==> src/hdl/signed_floor_divider_unit_macros.svh <==
// assertion macros for the signed floor divider
`ifndef SIGNED_FLOOR_DIVIDER_UNIT_MACROS_SVH
`define SIGNED_FLOOR_DIVIDER_UNIT_MACROS_SVH

`ifndef SYNTHESIS
// same-cycle implication, checked on clk_i and disabled during reset
`define SFD_ASSERT_NOW(label, ante, cons, msg) \
  label: assert property (@(posedge clk_i) disable iff (!rst_ni) (ante) |-> (cons)) \
    else $error(msg);
// next-cycle implication
`define SFD_ASSERT_NEXT(label, ante, cons, msg) \
  label: assert property (@(posedge clk_i) disable iff (!rst_ni) (ante) |=> (cons)) \
    else $error(msg);
`else
`define SFD_ASSERT_NOW(label, ante, cons, msg)
`define SFD_ASSERT_NEXT(label, ante, cons, msg)
`endif

`endif

==> src/hdl/sfd_pkg.sv <==
// package: shared constants and types of the signed floor divider
`timescale 1ns / 1ps

package sfd_pkg;

  localparam int unsigned WORD_BITS_DEF = 32;
  localparam int unsigned STATUS_BITS   = 2;

  typedef enum logic [STATUS_BITS-1:0] {
    STATUS_OK       = 2'd0,
    STATUS_DIV_ZERO = 2'd1,
    STATUS_OVERFLOW = 2'd2
  } status_e;

  // per-word side information carried along the pipeline
  typedef struct packed {
    logic neg;   // exactly one operand negative
    logic zero;  // divisor is zero
  } sfd_flags_t;

endpackage

==> src/hdl/sfd_step.sv <==
// one restoring division step: shifts in one dividend bit, yields one quotient bit
`timescale 1ns / 1ps

module sfd_step import sfd_pkg::*; #(
  parameter int unsigned WORD_BITS = WORD_BITS_DEF
) (
  input  logic [WORD_BITS-1:0] rem_i,
  input  logic [WORD_BITS-1:0] dvd_i,
  input  logic [WORD_BITS-1:0] dsr_i,
  output logic [WORD_BITS-1:0] rem_o,
  output logic [WORD_BITS-1:0] dvd_o
);

  logic [WORD_BITS:0] trial;
  logic [WORD_BITS:0] diff;
  logic               qbit;

  always_comb begin
    trial = {rem_i, dvd_i[WORD_BITS-1]};
    diff  = trial - {1'b0, dsr_i};
    qbit  = ~diff[WORD_BITS];
    rem_o = qbit ? diff[WORD_BITS-1:0] : trial[WORD_BITS-1:0];
    dvd_o = {dvd_i[WORD_BITS-2:0], qbit};
  end

endmodule

==> config.mk <==
export PLATFORM = sky130hd
export DESIGN_NAME = sfd_step
export DESIGN_NICKNAME = d
export VERILOG_FILES = /design/src/hdl/signed_floor_divider_unit_macros.svh /design/src/hdl/sfd_pkg.sv /design/src/hdl/sfd_step.sv
export SDC_FILE = /design/constraint.sdc
export NUM_CORES = 1
export LEC_CHECK = 0
export BUFFER_PORTS_ARGS = -buffer_cell sky130_fd_sc_hd__buf_2
export CORE_ASPECT_RATIO = 1.4
export CORE_MARGIN = 2
export CORE_UTILIZATION = 47
export DETAILED_ROUTE_END_ITERATION = 12
export PLACE_DENSITY = 0.9
export SLEW_MARGIN = 10
export SYNTH_ARGS = -nofsm -noshare
export SYNTH_HDL_FRONTEND = slang
export SYNTH_SLANG_ARGS = --single-unit
==> constraint.sdc <==
create_clock -name vclk -period 4
set_clock_uncertainty 0.15 [all_clocks]
set_input_delay 0.4 -clock vclk [all_inputs]
set_output_delay 0.4 -clock vclk [all_outputs]
set_load 0.02 [all_outputs]
==> results of run 1 <==
## power by group
part / total [mW] / internal, mW / switching [mW]
Clock: 0 / 0 / 0
Sequential: 0 / 0 / 0
Combinational: 0.663 / 0.283 / 0.381
Total: 0.663 / 0.283 / 0.381
## layer usage
| metal | vias up | routed length (µm) | GRT usage, % | part of all wire [%] |
|---|---|---|---|---|
| met3 | 30 | 493 | 1.20 | 6.5 |
| met5 | - | 0 | 0 | 0 |
| li1 | 1474 | - | - | - |
| met1 | 1322 | 2820 | 23.7 | 37 |
| met2 | 123 | 3990 | 44.6 | 53 |
| met4 | 0 | 222 | 8.50 | 2.9 |
## area by class of cell
type                            instances  area share [%]
Inverter                               42            5.28
Multi-Input combinational cell        303            74.2
Tap cell                               68            2.85
Timing Repair Buffer                  103            17.7
## per-stage QoR
| step | cells | worst slack (ps) | hold slack, ps | area (µm²) |
|---|---|---|---|---|
| final | 516 | 180 | 650 | 2990 |
| after global routing | 516 | 19.5 | 650 | 2990 |
| after CTS | 516 | 272 | 650 | 2990 |
| after detailed placement | 516 | 284 | 650 | 2990 |
| after global placement | 516 | 276 | 650 | 2990 |
| after floorplan | 392 | 501 | 763 | 2690 |
## critical path: cells and delay by family
kind                     cells  cell delay, ps
AO/OA/AOI/OAI                6            1720
adder cells (fa/ha/maj)      2             620
buffers and inverters        3             360
AND/OR/NAND/NOR              1             180
## kinds of logic after synthesis
| group | count (synthesis) | synth area share [%] |
|---|---|---|
| AOI/OAI and AO/OA | 120 | 29.6 |
| xor gates and xnor gates | 24 | 7.80 |
| adders and majority gates | 33 | 15.6 |
| buffers and inverters | 89 | 17.7 |
| muxes | 18 | 10.0 |
| and+or+nand+nor | 108 | 19.2 |
## synthesized netlist by cell type, types with 2 or more instances
library cell and number:
a21o_1 15, o21ai_0 24, buf_4 32, a21boi_0 2
xor2_1 10, o211ai_1 8, mux2_4 18, o21bai_1 5
a31oi_1 2, nand3_1 11, ha_1 32, and2_1 3
clkbuf_1 11, o31ai_1 5, buf_6 3, inv_1 41
nand2_1 44, and4_1 2, o2111ai_1 2, nor2_1 16
nor2b_1 5, nand4_1 7, nand2b_1 5, xnor2_1 14
a21oi_1 34, a211oi_1 4, o41ai_1 2, and3_1 6
nor3_1 4, o21a_1 6
## worst max path at each step
| stage | from | endpoint | slack [ps] |
|---|---|---|---|
| after floorplan | dsr_i[16] | rem_o[26] | 500 |
| final | dvd_i[31] | rem_o[26] | 180 |
| after global placement | dvd_i[31] | rem_o[27] | 280 |
| after detailed placement | dvd_i[31] | rem_o[22] | 280 |
| after global routing | dvd_i[31] | rem_o[26] | 20 |
| after CTS | dvd_i[31] | rem_o[26] | 270 |
==> impl_metrics.ini, run 1 <==
[outcome]
status = finished clean

[drt]
drt_pre_antenna_iters = 4
drt_first_iter_violations = 131
drt_drc_violations_left = 0
vias_per_cell = 5.72
via_count = 2949
routed_wire_length_per_instance_um = 14.6
routed_wl_mm = 7.53
detail-route-antenna-nets = 0

[layout]
finish.utilization_pct = 54.1
post_route_cells_drive_above_1_share_pct = 28.1
leading_cell_type_in_the_layout_fill_and_taps_excluded = buf_2
area.sequential_um2 = 0
flops_and_latches = 0
nNetsFinal = 579
area_delta_synth_final_pct = 10.9
clkbuf_count = 0
layout_common_cells = buf_2, nand2_1, inv_1, a21oi_1, ha_1
multiInputGateArea_um2 = 2220
num_antenna_cells = 0
fillerInstances = 580

[sta]
rsz0062_at_grt = false
setup_violations = 0
fmax_mhz = 262
max_slew_margin_pct = 66.1
final_min_period_over_clock_period_pct = 95.5
period_needed_ps = 3820
timing_max_transition_violations_final = 0
tns_ps = 0
hold_viol_final = 0
max_slew.worst_pin.slew_ps = 495

[global_routing]
antenna_found_initial = 0
first_global_vias = 2869
globalRouteOverflowTotal = 0
groute.usage.overall_pct = 22.6
grt_first_pass_wirelength_mm = 11.8
grt_start_max_net_pins = 15

[yosys]
synth.distinct_cells = 49
synth_seq_area_share_pct = 0
synth_area_leader_cell = ha_1
synthCells = 392
syn_area_per_cell_um2 = 6.87
top_cells_by_area_synth = ha_1, mux2_4, buf_4
synth_nets = 521
syn_area_um2 = 2690
yosys_warnings = 0
synthDominantCellAreaShare_pct = 14.9

[setup_path]
worstSetupStartpointType = input pin
critPathKind = in -> out
crit_path_max_fanout = 4
cpMaxStageDelayCell = fa_1
cp.required_ps = 3450
crit_path_max_incr_delay_ps = 400
crit_path_end_kind = primary output
path_cells = buf_2, inv_1, ha_1, fa_1, nand2b_1, a21oi_1, o211ai_1, a21oi_1, a41o_1, a2111oi_0, o41ai_1, buf_2
worst-endpoint-arrival_ps = 3270

[run]
maxCapViolations = 0

[cts]
cts_hold_repair.buffers = 0
post-cts-setup-buffers = 0
cts_repair_resize_count = 0

[die]
rows = 32
die_width_um = 68.0
die_area_um2 = 6360
io_pins = 160
core_region_area_um2 = 5530
start_util_pct = 48.8
die_h_um = 93.6

[power]
power.ir.vdd_worst_mv = 0.0923
cellLeakagePower_nw = 1.65
powerDensity_nw_per_um2 = 222
totalPowerFinal_mw = 0.663

[place]
place.port_buffers = 98
finalWeightedCongestion = 0.903
place.detailed.hpwl_mm = 6.46

[min_path]
whs_endpoint = dvd_o[10]
hold_depth = 0
worstHoldPathType = in -> out
hold_start = dvd_i[9]
Power figures use the tool's default switching activity.
==> inputs of run 2 (changes only) <==
- CORE_ASPECT_RATIO: 1.4 -> 0.8
- PLACE_DENSITY: 0.9 -> 0.95
==> run 2 against run 1 <==
Clock-buffer cell count unchanged. Power up 0.54%. Combinational power up 0.6%. Utilization up 0.61 points. Largest power group unchanged. Sequential share of layout area unchanged. First-iteration DRC count up 48%. Global-route usage down 0.20 points. Sequential cell count unchanged. Die area about the same. Setup slack better by 19 ps. Cell count up 1.6%. Wire length down 2.6%.
==> impl_metrics.ini, run 2 (same netlist as run 1, synthesis figures left out) <==
[outcome]
status = finished clean

[cts]
post-cts-setup-buffers = 0
cts_hold_repair.buffers = 0
cts_repair_resize_count = 0

[min_path]
worstHoldPathType = in -> out

[drt]
drt_drc_violations_left = 0
drt_pre_antenna_iters = 5
drt_first_iter_violations = 194
via_count = 2933
routed_wire_length_per_instance_um = 14.0
detail-route-antenna-nets = 0
vias_per_cell = 5.60
routed_wl_mm = 7.33

[power]
cellLeakagePower_nw = 1.65
switchingPower_mw = 0.384
comb_power_share_pct = 100.0
pint_mw = 0.283
totalPowerFinal_mw = 0.667
p_sw_share_pct = 57.5
power.share.clock_pct = 0
seqPwrFrac_pct = 0
powerDensity_nw_per_um2 = 222
power.ir.vdd_worst_mv = 0.111

[layout]
finish.utilization_pct = 54.7
leading_cell_type_in_the_layout_fill_and_taps_excluded = buf_2
num_antenna_cells = 0
post_route_cells_drive_above_1_share_pct = 28.3
final_cells = 524
area_delta_synth_final_pct = 11.5
final_area_um2 = 3000
layout_common_cells = buf_2, nand2_1, inv_1, a21oi_1, ha_1
area.sequential_um2 = 0
clkbuf_count = 0
flops_and_latches = 0
nNetsFinal = 577
fillerInstances = 549

[sta]
hold_viol_final = 0
max_slew.worst_pin.slew_ps = 547
worst_slack_ps = 199
period_needed_ps = 3800
max_slew_margin_pct = 63.2
tns_ps = 0
timing_max_transition_violations_final = 0
fmax_mhz = 263
setup_violations = 0
fin_hold_ws_ps = 650
rsz0062_at_grt = false
final_min_period_over_clock_period_pct = 95.0

[global_routing]
grt_first_pass_wirelength_mm = 12.1
first_global_vias = 2715
groute.usage.overall_pct = 22.4
grt_start_max_net_pins = 28
antenna_found_initial = 0
globalRouteOverflowTotal = 0

[die]
io_pins = 160
die_h_um = 71.7
die_width_um = 88.6
rows = 24
core_region_area_um2 = 5500
die_area_um2 = 6360
start_util_pct = 49.0

[setup_path]
path_cells = buf_2, ha_1, a21oi_4, o211ai_1, a221o_1, a211o_1, o211ai_1, o211ai_4, buf_4, o41ai_1, buf_2
cp.required_ps = 3450
worstSetupStartpointType = input pin
crit_buf_inv = 3
cp_top_family = compound AO/OA/AOI/OAI gates
cpMaxStageDelayCell = o41ai_1
crit_path_max_incr_delay_ps = 480
critPathKind = in -> out
worst-endpoint-arrival_ps = 3250
crit_path_max_fanout = 27
crit_path_end_kind = primary output

[place]
placedCellCount = 524
place.port_buffers = 98
finalWeightedCongestion = 0.917
instance_area_at_placement_um2 = 3000
dpl_worst_slack_ps = 154
place.detailed.hpwl_mm = 6.27

[run]
maxCapViolations = 0
[run 2: changes by cell type in the layout (fill, tap and decap cells not counted)]
cell	delta
buf_4	-3
a21oi_1	-2
a21oi_2	+2
buf_12	+1
[run 2: final cells by class]
| type | instances | area, µm² | share of cell area, % |
|---|---|---|---|
| repair buffers | 101 | 526 | 17.5 |
| well taps | 78 | 97.6 | 3.25 |
| inverters | 42 | 158 | 5.25 |
| multi-input cells | 303 | 2220 | 74.0 |
[run 2: path summary, 6_finish.rpt]
check	from	to	slack, ps	cells after the start
hold / removal	dvd_i[11]	dvd_o[12]	650	0
setup / recovery	rem_i[15]	rem_o[26]	200	11
[run 2: routing by layer]
metal / part of all wire [%] / GRT usage, % / routed length, µm
met5: 0 / 0 / 0
met4: 0.98 / 2.36 / 72
met3: 7.7 / 1.84 / 562
met2: 44 / 38.1 / 3240
met1: 47 / 31.7 / 3460
[run 2: power by group through the flow]
stage	sequential [mW]	clock (mW)	combinational, mW
after floorplan	0	0	0.529
after global placement	0	0	0.647
after detailed placement	0	0	0.658
after CTS	0	0	0.662
after global routing	0	0	0.727
final	0	0	0.667
